**src/rtl/fsm_min_pkg.sv**
```systemverilog
// Shared constants and types for the state minimizer.
package fsm_min_pkg;

  localparam int MAX_STATES_DEF     = 16;
  localparam int MAX_INPUT_BITS_DEF = 4;
  localparam int OUTPUT_BITS_DEF    = 8;

  // Field widths fixed by the item format.
  localparam int STATE_W   = 4;
  localparam int INPUT_W   = 4;
  localparam int COUNT_W   = 5;
  localparam int IBITS_W   = 3;
  localparam int ROW_OUT_W = 8;

  // Configuration register indexes.
  localparam logic CFG_STATE_COUNT = 1'b0;
  localparam logic CFG_INPUT_BITS  = 1'b1;

  // Actions of an input request.
  localparam logic ACT_LOAD  = 1'b0;
  localparam logic ACT_START = 1'b1;

  // Commands from the controller to the datapath.
  typedef struct packed {
    logic load;        // write one row
    logic clear_pairs; // set all pairs compatible before the output pass
    logic scan_out;    // output comparison phase
    logic scan_next;   // implication phase
    logic rd;          // issue store reads for the current pair and row
    logic mark;        // clear the current pair
    logic rep_step;    // step representative search
  } dp_cmd_t;

  // Status from the datapath to the controller.
  typedef struct packed {
    logic differ;      // compare result on the registered data of the last read
    logic pair_ok;     // current pair still compatible
    logic rep_hit;     // current candidate is compatible with current state
  } dp_sts_t;

endpackage

```
**src/rtl/fsm_min_dp.sv**
```systemverilog
// Datapath of the state minimizer: row stores, pair matrix and compares.
module fsm_min_dp #(
  parameter int MAX_STATES     = fsm_min_pkg::MAX_STATES_DEF,
  parameter int MAX_INPUT_BITS = fsm_min_pkg::MAX_INPUT_BITS_DEF,
  parameter int OUTPUT_BITS    = fsm_min_pkg::OUTPUT_BITS_DEF,
  parameter int SW             = $clog2(MAX_STATES),
  parameter int RW             = (MAX_INPUT_BITS > 0) ? MAX_INPUT_BITS : 1
) (
  input  logic                              clk,
  input  logic                              rst_n,
  input  fsm_min_pkg::dp_cmd_t              cmd,
  input  logic [SW-1:0]                     idx_i,
  input  logic [SW-1:0]                     idx_j,
  input  logic [RW-1:0]                     row,
  input  logic [SW:0]                       n_use,
  input  logic [fsm_min_pkg::STATE_W-1:0]   ld_state,
  input  logic [fsm_min_pkg::INPUT_W-1:0]   ld_input,
  input  logic [fsm_min_pkg::STATE_W-1:0]   ld_next,
  input  logic [fsm_min_pkg::ROW_OUT_W-1:0] ld_output,
  output fsm_min_pkg::dp_sts_t              sts
);
  import fsm_min_pkg::*;

  localparam int ROWS  = 1 << MAX_INPUT_BITS;
  localparam int DEPTH = MAX_STATES * ROWS;
  localparam int AW    = $clog2(DEPTH);

  // Row stores, two read ports each.
  logic [STATE_W-1:0]     ns_mem [DEPTH];
  logic [OUTPUT_BITS-1:0] out_mem [DEPTH];
  logic [MAX_STATES-1:0]  pair_r [MAX_STATES];

  logic [STATE_W-1:0]     ns_a_r, ns_b_r;
  logic [OUTPUT_BITS-1:0] out_a_r, out_b_r;
  logic                   rd_out_r, rd_next_r;

  logic [AW-1:0] wr_addr, rd_a, rd_b;
  logic [SW+STATE_W:0] st_wide;

  assign st_wide = {{(SW+1){1'b0}}, ld_state};

  // Row address: state in the high bits, input combination below.
  always_comb begin
    if (MAX_INPUT_BITS > 0) begin
      wr_addr = AW'(st_wide * ROWS + (ld_input & INPUT_W'(ROWS - 1)));
    end else begin
      wr_addr = AW'(st_wide);
    end
    rd_a = AW'(idx_i * ROWS + (row & RW'(ROWS - 1)));
    rd_b = AW'(idx_j * ROWS + (row & RW'(ROWS - 1)));
  end

  // Row store write and registered reads.
  always_ff @(posedge clk) begin
    if (cmd.load && (st_wide < (SW+STATE_W+1)'(MAX_STATES))) begin
      ns_mem[wr_addr]  <= ld_next;
      out_mem[wr_addr] <= OUTPUT_BITS'(ld_output);
    end
    ns_a_r  <= ns_mem[rd_a];
    ns_b_r  <= ns_mem[rd_b];
    out_a_r <= out_mem[rd_a];
    out_b_r <= out_mem[rd_b];
  end

  always_ff @(posedge clk) begin
    if (!rst_n) begin
      rd_out_r  <= 1'b0;
      rd_next_r <= 1'b0;
    end else begin
      rd_out_r  <= cmd.rd && cmd.scan_out;
      rd_next_r <= cmd.rd && cmd.scan_next;
    end
  end

  // Compatibility of a next-state pair read from the stores.
  logic ns_ok;
  logic [SW:0] na, nb;
  always_comb begin
    na = (SW+1)'(ns_a_r);
    nb = (SW+1)'(ns_b_r);
    if (ns_a_r == ns_b_r) ns_ok = 1'b1;
    else if (na >= n_use || nb >= n_use || na >= (SW+1)'(MAX_STATES)) ns_ok = 1'b0;
    else ns_ok = pair_r[na[SW-1:0]][nb[SW-1:0]];
  end

  assign sts.differ  = (rd_out_r && (out_a_r != out_b_r)) || (rd_next_r && !ns_ok);
  assign sts.pair_ok = pair_r[idx_i][idx_j];
  assign sts.rep_hit = (idx_i == idx_j) || pair_r[idx_i][idx_j];

  // Pair matrix, kept symmetric.
  always_ff @(posedge clk) begin
    if (!rst_n || cmd.clear_pairs) begin
      for (int k = 0; k < MAX_STATES; k++) pair_r[k] <= '1;
    end else if (cmd.mark) begin
      pair_r[idx_i][idx_j] <= 1'b0;
      pair_r[idx_j][idx_i] <= 1'b0;
    end
  end
endmodule

```
**src/rtl/fsm_min_ctrl.sv**
```systemverilog
// Controller of the state minimizer: walks pairs, rows and results.
module fsm_min_ctrl #(
  parameter int MAX_STATES     = fsm_min_pkg::MAX_STATES_DEF,
  parameter int MAX_INPUT_BITS = fsm_min_pkg::MAX_INPUT_BITS_DEF,
  parameter int SW             = $clog2(MAX_STATES),
  parameter int RW             = (MAX_INPUT_BITS > 0) ? MAX_INPUT_BITS : 1
) (
  input  logic                            clk,
  input  logic                            rst_n,
  input  logic                            start,
  input  logic [SW:0]                     n_use,
  input  logic [RW:0]                     rows,
  input  fsm_min_pkg::dp_sts_t            sts,
  input  logic                            res_free,
  output fsm_min_pkg::dp_cmd_t            cmd,
  output logic                            busy,
  output logic [SW-1:0]                   idx_i,
  output logic [SW-1:0]                   idx_j,
  output logic [RW-1:0]                   row,
  output logic                            res_push,
  output logic [fsm_min_pkg::STATE_W-1:0] res_id,
  output logic [fsm_min_pkg::STATE_W-1:0] res_rep,
  output logic                            res_last
);
  import fsm_min_pkg::*;

  localparam logic [2:0] ST_IDLE = 3'd0;
  localparam logic [2:0] ST_PAIR = 3'd1; // choose pair, issue reads
  localparam logic [2:0] ST_ROW  = 3'd2; // one row read per cycle
  localparam logic [2:0] ST_WAIT = 3'd3; // last read result
  localparam logic [2:0] ST_REP  = 3'd4; // representative search
  localparam logic [2:0] ST_INIT = 3'd5;

  logic [2:0]    state_r, state_nxt;
  logic          phase_r, phase_nxt;   // 0 outputs, 1 implications
  logic          chg_r, chg_nxt;
  logic [SW-1:0] i_r, i_nxt, j_r, j_nxt;
  logic [RW:0]   row_r, row_nxt;
  logic          hit_r, hit_nxt;

  assign idx_i = i_r;
  assign idx_j = j_r;
  assign row   = row_r[RW-1:0];
  assign busy  = state_r != ST_IDLE;
  assign res_id   = STATE_W'(j_r);
  assign res_rep  = STATE_W'(i_r);
  assign res_last = (SW+1)'(j_r) + 1'b1 == n_use;

  logic last_pair;
  assign last_pair = ((SW+1)'(j_r) + 1'b1 >= n_use) &&
                     ((SW+1)'(i_r) + 2'd2 >= n_use);

  always_comb begin
    state_nxt = state_r;
    phase_nxt = phase_r;
    chg_nxt   = chg_r;
    i_nxt     = i_r;
    j_nxt     = j_r;
    row_nxt   = row_r;
    hit_nxt   = hit_r;
    cmd       = '0;
    res_push  = 1'b0;
    cmd.scan_out  = !phase_r;
    cmd.scan_next = phase_r;
    unique case (state_r)
      ST_IDLE: begin
        if (start) begin
          cmd.clear_pairs = 1'b1;
          phase_nxt = 1'b0;
          chg_nxt   = 1'b0;
          i_nxt     = '0;
          j_nxt     = SW'(1);
          state_nxt = (n_use > (SW+1)'(1)) ? ST_INIT : ST_REP;
          if (n_use <= (SW+1)'(1)) j_nxt = '0;
        end
      end
      ST_INIT: begin
        row_nxt   = '0;
        hit_nxt   = 1'b0;
        state_nxt = ST_PAIR;
      end
      ST_PAIR: begin
        row_nxt = '0;
        hit_nxt = 1'b0;
        if (phase_r && !sts.pair_ok) begin
          // Already incompatible: skip to next pair.
          state_nxt = ST_WAIT;
          row_nxt   = rows;
        end else begin
          cmd.rd    = 1'b1;
          row_nxt   = (RW+1)'(1);
          state_nxt = (rows == (RW+1)'(1)) ? ST_WAIT : ST_ROW;
        end
      end
      ST_ROW: begin
        if (sts.differ) hit_nxt = 1'b1;
        cmd.rd  = 1'b1;
        row_nxt = row_r + 1'b1;
        if (row_r + 1'b1 == rows) state_nxt = ST_WAIT;
      end
      ST_WAIT: begin
        if (hit_r || sts.differ) begin
          if (!phase_r || sts.pair_ok) begin
            cmd.mark = 1'b1;
            if (phase_r) chg_nxt = 1'b1;
          end
        end
        row_nxt = '0;
        if (last_pair) begin
          i_nxt = '0;
          j_nxt = SW'(1);
          if (!phase_r || chg_r || ((hit_r || sts.differ) && sts.pair_ok)) begin
            phase_nxt = 1'b1;
            chg_nxt   = 1'b0;
            state_nxt = ST_INIT;
          end else begin
            j_nxt     = '0;
            state_nxt = ST_REP;
          end
        end else if ((SW+1)'(j_r) + 1'b1 >= n_use) begin
          i_nxt     = i_r + 1'b1;
          j_nxt     = i_r + SW'(2);
          state_nxt = ST_INIT;
        end else begin
          j_nxt     = j_r + 1'b1;
          state_nxt = ST_INIT;
        end
      end
      ST_REP: begin
        // i_r is the candidate, j_r the state reported.
        cmd.rep_step = 1'b1;
        if (sts.rep_hit) begin
          if (res_free) begin
            res_push = 1'b1;
            i_nxt    = '0;
            j_nxt    = j_r + 1'b1;
            if (res_last) state_nxt = ST_IDLE;
          end
        end else begin
          i_nxt = i_r + 1'b1;
        end
      end
      default: state_nxt = ST_IDLE;
    endcase
  end

  always_ff @(posedge clk) begin
    if (!rst_n) begin
      state_r <= ST_IDLE;
      phase_r <= 1'b0;
      chg_r   <= 1'b0;
      hit_r   <= 1'b0;
    end else begin
      state_r <= state_nxt;
      phase_r <= phase_nxt;
      chg_r   <= chg_nxt;
      hit_r   <= hit_nxt;
    end
  end

  always_ff @(posedge clk) begin
    i_r   <= i_nxt;
    j_r   <= j_nxt;
    row_r <= row_nxt;
  end
endmodule

```
**src/rtl/fsm_state_minimizer.sv**
```systemverilog
// Top level of the implication-table state minimizer.
// Load requests are accepted back to back while idle.
// A start request walks the pair matrix: an output pass, then implication
// passes that repeat until stable, then a representative search that
// emits one result per state, held while the output stalls.
// Synchronous active-low reset marks all pairs compatible; row stores are not cleared.
module fsm_state_minimizer #(
  parameter int MAX_STATES     = fsm_min_pkg::MAX_STATES_DEF,
  parameter int MAX_INPUT_BITS = fsm_min_pkg::MAX_INPUT_BITS_DEF,
  parameter int OUTPUT_BITS    = fsm_min_pkg::OUTPUT_BITS_DEF
) (
  input  logic        clk,
  input  logic        rst_n,
  input  logic        in_tvalid,
  output logic        in_tready,
  // tdata: row_state[3:0], row_input[7:4], row_next[11:8], row_output[19:12], zero fill
  input  logic [23:0] in_tdata,
  // tuser: action
  input  logic        in_tuser,
  output logic        out_tvalid,
  input  logic        out_tready,
  // tdata: state_id[3:0], representative[7:4], kept[8], zero fill
  output logic [15:0] out_tdata,
  output logic        out_tlast,
  input  logic        cfg_valid,
  output logic        cfg_ready,
  input  logic        cfg_index,
  input  logic [7:0]  cfg_data
);
  import fsm_min_pkg::*;

  localparam int SW = $clog2(MAX_STATES);
  localparam int RW = (MAX_INPUT_BITS > 0) ? MAX_INPUT_BITS : 1;

  logic [COUNT_W-1:0] count_r;
  logic [IBITS_W-1:0] ibits_r;
  logic [SW:0]        n_use;
  logic [RW:0]        rows;
  logic [IBITS_W-1:0] bits_eff;

  dp_cmd_t cmd, cmd_dp;
  dp_sts_t sts;
  logic    busy, res_push, res_last, res_free, start, load;
  logic [SW-1:0] idx_i, idx_j;
  logic [RW-1:0] row;
  logic [STATE_W-1:0] res_id, res_rep;

  // Configuration registers.
  assign cfg_ready = 1'b1;
  always_ff @(posedge clk) begin
    if (!rst_n) begin
      count_r <= COUNT_W'(16);
      ibits_r <= IBITS_W'(1);
    end else if (cfg_valid) begin
      unique case (cfg_index)
        CFG_STATE_COUNT: count_r <= cfg_data[COUNT_W-1:0];
        CFG_INPUT_BITS:  ibits_r <= cfg_data[IBITS_W-1:0];
        default: ;
      endcase
    end
  end

  // Effective state count and row count.
  always_comb begin
    if (count_r == '0) n_use = (SW+1)'(1);
    else if (32'(count_r) > MAX_STATES) n_use = (SW+1)'(MAX_STATES);
    else n_use = (SW+1)'(count_r);
    bits_eff = (32'(ibits_r) > MAX_INPUT_BITS) ? IBITS_W'(MAX_INPUT_BITS) : ibits_r;
    rows = (RW+1)'(1) << bits_eff;
  end

  assign in_tready = !busy;
  assign load  = in_tvalid && in_tready && (in_tuser == ACT_LOAD);
  assign start = in_tvalid && in_tready && (in_tuser == ACT_START);

  always_comb begin
    cmd_dp = cmd;
    cmd_dp.load = load;
  end

  // Output register.
  assign res_free = !out_tvalid || out_tready;
  always_ff @(posedge clk) begin
    if (!rst_n) out_tvalid <= 1'b0;
    else if (res_push) out_tvalid <= 1'b1;
    else if (out_tready) out_tvalid <= 1'b0;
  end
  always_ff @(posedge clk) begin
    if (res_push) begin
      out_tdata <= {7'd0, res_id == res_rep, res_rep, res_id};
      out_tlast <= res_last;
    end
  end

  fsm_min_ctrl #(.MAX_STATES(MAX_STATES), .MAX_INPUT_BITS(MAX_INPUT_BITS)) u_ctrl (
    .clk, .rst_n, .start, .n_use, .rows, .sts, .res_free, .cmd, .busy,
    .idx_i, .idx_j, .row, .res_push, .res_id, .res_rep, .res_last
  );

  fsm_min_dp #(.MAX_STATES(MAX_STATES), .MAX_INPUT_BITS(MAX_INPUT_BITS),
               .OUTPUT_BITS(OUTPUT_BITS)) u_dp (
    .clk, .rst_n, .cmd(cmd_dp), .idx_i, .idx_j, .row, .n_use,
    .ld_state(in_tdata[3:0]), .ld_input(in_tdata[7:4]),
    .ld_next(in_tdata[11:8]), .ld_output(in_tdata[19:12]), .sts
  );

  // A result is never pushed over one that has not been taken.
  a_no_overwrite: assert property (@(posedge clk) disable iff (!rst_n)
    res_push |-> res_free) else $error("result overwritten");
  // No input request is accepted while the matrix is being walked.
  a_idle_accept: assert property (@(posedge clk) disable iff (!rst_n)
    busy |-> !in_tready) else $error("accepted while busy");
  // A reported representative never exceeds its state.
  a_rep_order: assert property (@(posedge clk) disable iff (!rst_n)
    res_push |-> res_rep <= res_id) else $error("bad representative");
endmodule
```
**config.mk**
```make
export PLATFORM = sky130hd
export DESIGN_NAME = fsm_state_minimizer
export DESIGN_NICKNAME = d
export VERILOG_FILES = /design/src/rtl/fsm_min_pkg.sv /design/src/rtl/fsm_min_dp.sv /design/src/rtl/fsm_min_ctrl.sv /design/src/rtl/fsm_state_minimizer.sv
export SDC_FILE = /design/constraint.sdc
export NUM_CORES = 2
export LEC_CHECK = 0
export BUFFER_PORTS_ARGS = -buffer_cell sky130_fd_sc_hd__buf_2
export CAP_MARGIN = 15
export CORE_MARGIN = 4
export CORE_UTILIZATION = 63
export DETAILED_ROUTE_END_ITERATION = 10
export PLACE_DENSITY_LB_ADDON = 0.12
export SYNTH_ARGS = -nofsm -noshare
export SYNTH_HDL_FRONTEND = slang
export SYNTH_HIERARCHICAL = 1
export SYNTH_SLANG_ARGS = --single-unit
```
**constraint.sdc**
```tcl
create_clock -name clk -period 5 [get_ports clk]
set_input_delay 0.5 -clock clk [delete_from_list [all_inputs] [get_ports clk]]
set_output_delay 0.5 -clock clk [all_outputs]
set_load 0.01 [all_outputs]
```
After elaboration in Yosys (flattened, before gate mapping):

Memory sizes are Yosys's and may differ from the RTL's. A register that Yosys moved wholly into a read port is not among the register bits.
Cells that the tools add are included.

* add/sub/neg operators: 9
* $lt $le $gt $ge: 14
* equality and inequality tests: 22
* shifts and indexed selects: 1
* multiplexer cells: 79
* bitwise gates (word level): 2
* reduce and logical (&&, ||, !) cells: 48

Operator list (count)
* 2-to-1 mux 16 bit: 6
* 2-to-1 mux 4 bit: 13
* 2-to-1 mux 1 bit: 38
* OR reduction 16 bit: 2
* adder 8 x 4 -> 8 bit: 3
* one-hot mux 4 bit (3 select lines): 2
* 2-to-1 mux 3 bit: 7
* less-than comparator 4 x 5 -> 1 bit, second input constant: 4
* one-hot mux 3 bit (6 select lines): 1
* 2-to-1 mux 5 bit: 3
* one-hot mux 5 bit (3 select lines): 1
* logical AND 1 bit: 13
* equality test 4 bit: 3
* AND reduction 4 bit: 3
* equality test 5 bit: 2
* greater-or-equal comparator 4 x 5 -> 1 bit: 2
* greater-or-equal comparator 5 bit: 2
* logical OR 1 bit: 9
* nonzero test 3 bit: 3
* adder 4 x 1 -> 4 bit, second input constant: 2
* binary-select mux 1 bit (select 4 bit): 2
* demux 1 bit (select 4 bit): 2
* greater-or-equal comparator 4 x 1 -> 1 bit, second input constant: 2
* != test 2 x 1 -> 1 bit, second input constant: 4
* 26 further kinds: 46

* register bits after elaboration: 40
* bits in writable memories: 3328
* input port bits: 39
* output and inout bits: 20
* word-level logic and storage cells: 192
* memories kept: 3

Memory list
* u_dp.out_mem: depth 256, bits a word 8, rd ports 2, clocked after memory_dff 2, write ports 1, line fsm_min_dp.sv:30 `logic [OUTPUT_BITS-1:0] out_mem [DEPTH];`
* u_dp.ns_mem: depth 256, bits a word 4, rd ports 2, clocked after memory_dff 2, write ports 1, line fsm_min_dp.sv:29 `logic [STATE_W-1:0] ns_mem [DEPTH];`
* u_dp.pair_r: depth 16, bits a word 16, rd ports 2, clocked after memory_dff 1, write ports 16, line fsm_min_dp.sv:31 `logic [MAX_STATES-1:0] pair_r [MAX_STATES];`

Logic depth before layout (Yosys ltp):

* depth after elaboration: 18
* mapped depth: 21
* depth with buffers taken out: 18

Hierarchy:

Netlist, hierarchy kept.

Modules (own cells, without submodules)
* fsm_min_dp: times used 1, cells each 6466, area an instance 132881.2 sq um, seq. area each 97893.9 sq um
* fsm_min_ctrl: times used 1, cells each 183, area an instance 1664.1 sq um, seq. area each 510.5 sq um
* fsm_state_minimizer: times used 1, cells each 74, area an instance 845.8 sq um, seq. area each 480.5 sq um

Least setup slack after synthesis:

No wires, ideal clock.

* kind: reg-to-reg
* start: register u_ctrl.i_r[0] (netlist: u_ctrl/idx_i[0])
* end: memory u_dp/pair_r[14][9] (netlist bit)
* setup time: 0.064 ns
* data arrival time: 4.024 ns
* data required time: 4.936 ns
* slack: 0.912 ns
* cell stages (with the launch flop): 18
* buffers on the path: 5
* clock period less this slack: 4.088 ns
* path through: edfxtp_1 > buf_2 > buf_2 > buf_2 > mux4_2 > a221oi_1 > o22ai_1 > o31a_1 > nor3_1 > nand2_1 > nand2b_1 > nor3b_1 > and2_1 > clkbuf_1 > nand2_1 > clkbuf_1 > o22ai_1 > nor2_1

RTL lines
* start, declared: line fsm_min_ctrl.sv:37 `logic [SW-1:0] i_r, i_nxt, j_r, j_nxt;`
* start signal, assigned: line fsm_min_ctrl.sv:162 `i_r <= i_nxt;`
* end, declared: line fsm_min_dp.sv:31

==> impl_metrics.yaml <==
setup_path:
  cpPeakStageDelay_ps: 780
  crit_family: "compound AO/OA/AOI/OAI gates"
  path_cells: "buf_12 -> mux4_2 -> o2111ai_1 -> o2111ai_1 -> a211oi_1 -> a211oi_1 -> a22oi_1 -> buf_4 -> nor2_1 -> nor3b_1 -> and2_2 -> buf_12 -> nand2_1 -> o22ai_1 -> nor2_1"
  path_buf_inv: 3
  endpoint_kind: "flop"
  crit_type: "flop to flop"
  timing.rr.start: "u_dp/ns_a_r[0]"
  worst_path_max_delay_cell: "dfxtp_4"
  path_max_fanout: 30
  required_ps: 5790
  crit_start: "u_dp/ns_a_r[0]"
  worstPathArrival_ps: 5560
  cp-start-kind: "flop"
sta:
  finalCritPeriodShare_pct: 95.5
  setup_slack_ps: 226
  post-route-min-period_ps: 4770
  clock_skew_ps: 74.5
  finalHoldViolCount: 0
  setup_violations: 0
  worst_slew_pin_slew_ps: 1250
  tns_ps: 0
  relSlewSlack_pct: 14.5
  rsz0062_at_grt: "false"
  drv_slew: 0
  timing.fmax_ghz: 0.209
placement:
  placed_area_um2: 141000
  portBuffers: 43
  dp.cells: 9636
  pre_cts_slack_ps: 393
  place_congestion: 1.03
  hpwl_mm: 229
run:
  maxCapViolCount: 0
drt:
  vias_per_cell: 7.01
  drt_iter0_markers: 11000
  vias: 72000
  wl_per_cell_um: 35.8
  ant_nets: 0
  drcViolationCount: 0
  firstDrtPassIters: 6
  routed_wl_mm: 368
die:
  die_area_um2: 222000
  start_util_pct: 63.6
  core_area_um2: 213000
  die_height_um: 472
  row_count: 169
  ioPinCount: 59
  die_w_um: 472
grt:
  grt_usage_pct: 33.5
  overflow: 0
  grt_pass1_wl_mm: 527
  grt_pass1_vias: 70700
  grt_start_max_net_pins: 157
  antenna_found_initial: 15
clock_network:
  worstSkewPairLatency_ps: 970
  postCtsResizedCells: 0
  postCtsSetupBuffers: 0
  cts_buffer_depth: 4
  cts-htree-levels: 5
  cts.sinks: 3392
  holdBufCountCts: 20
  clkTransAtPathRegs_ps: 60
  cts_tree: "done"
  cts_made_buffers: 347
  cts_root_buf: "clkbuf_16"
synthesis:
  syn_area_per_cell_um2: 20.1
  synthCells: 6721
  synthesis.area_um2: 135000
  yosys_warnings: 6
worst_hold_path:
  hold_start: "in_tdata[4]"
  worstHoldPathType: "primary input to flop"
finish:
  fillers: 12400
  finalNonFillerCells: 10300
  nets: 7245
  final_cell_area_um2: 152000
  drive_gt1_share_pct: 27.9
  area_growth_pct: 12.4
power:
  worst_ir_drop_vdd_mv: 0.409
  power_density_nw_per_um2: 498
  total_leakage_power_nw: 48.3
outcome:
  status: "complete, no violations"
==> cell type report <==
| class | count | area (µm²) | share of cell area [%] |
|---|---|---|---|
| well taps | 2821 | 3530 | 2.32 |
| clock inverters | 174 | 1400 | 0.922 |
| flip-flops and latches | 3392 | 98900 | 65.0 |
| inverters | 22 | 82.6 | 0.0543 |
| clock buffers | 428 | 9190 | 6.04 |
| repair buffers | 532 | 4650 | 3.06 |
| diodes | 14 | 35.0 | 0.0230 |
| multi-input cells | 2889 | 34300 | 22.6 |
==> registers in the layout, indices dropped and copies added, names as in the netlist, 3 cells and up <==
name	count
count_r	5
ibits_r	3
out_tdata	9
u_ctrl/idx_i	4
u_ctrl/idx_j	4
u_ctrl/row_r	5
u_ctrl/state_r	3
u_dp/ns_a_r	4
u_dp/ns_b_r	4
u_dp/ns_mem	1024
u_dp/out_a_r	8
u_dp/out_b_r	8
u_dp/out_mem	2048
u_dp/pair_r	256
==> per-stage QoR <==
stage | util [%] | hold WS (ps) | power [mW]
6_report | 71.4 | 102 | 75.7
3_3_place_gp | 66.4 | 463 | 51.4
4_1_cts | 71.4 | 36.7 | 75.8
3_5_place_dp | 66.4 | 468 | 51.6
2_1_floorplan | - | 452 | 43.4
5_1_grt | 71.4 | 61.5 | 77.9
==> cell usage in the layout, fill, tap and decap left out, types with 62 or more instances in the layout <==
cell       instances
a21oi_1           76
a22oi_1          137
buf_4            420
clkbuf_1          69
clkbuf_16        354
clkinv_1          73
clkinv_2          62
dfxtp_1          295
edfxtp_1        3095
mux2i_1          129
mux4_2          1050
nand2_1          165
nor2_1           654
o21a_1            83
o22ai_1          120
==> per-layer routing <==
layer | up-vias | share of wire [%] | wire length (µm) | track usage [%]
met5 | - | 0 | 0 | 0
met4 | 0 | 4.1 | 15200 | 12.1
met3 | 715 | 11 | 40600 | 7.45
met2 | 4500 | 47 | 171000 | 50.1
met1 | 38100 | 38 | 141000 | 49.9
li1 | 28700 | - | - | -
==> power breakdown <==
part / leakage, nW / switching (mW) / internal (mW) / total (mW)
sequential: 30.2 / 0.394 / 31.2 / 31.6
combinational: 12.9 / 12.3 / 7.38 / 19.7
clock: 5.20 / 10.3 / 14.1 / 24.4
==> worst register-to-register path: cells and delay by family, from the launching register on <==
kind	cells	cell delay [ps]
AO/OA/AOI/OAI	6	1550
AND/OR/NAND/NOR	5	1080
flip-flops	1	780
buffers and inverters	3	710
multiplexers	1	530
==> final timing paths <==
check | to | slack (ps) | cells past startpoint
max | u_dp/pair_r[13][7] | 230 | 15
min | u_dp/out_mem[172][3] | 100 | 2
max reg2reg | u_dp/pair_r[13][7] | 230 | 15
min reg2reg | u_dp/pair_r[14][5] | 490 | 1
No activity file was read; power rests on OpenSTA's default activity.
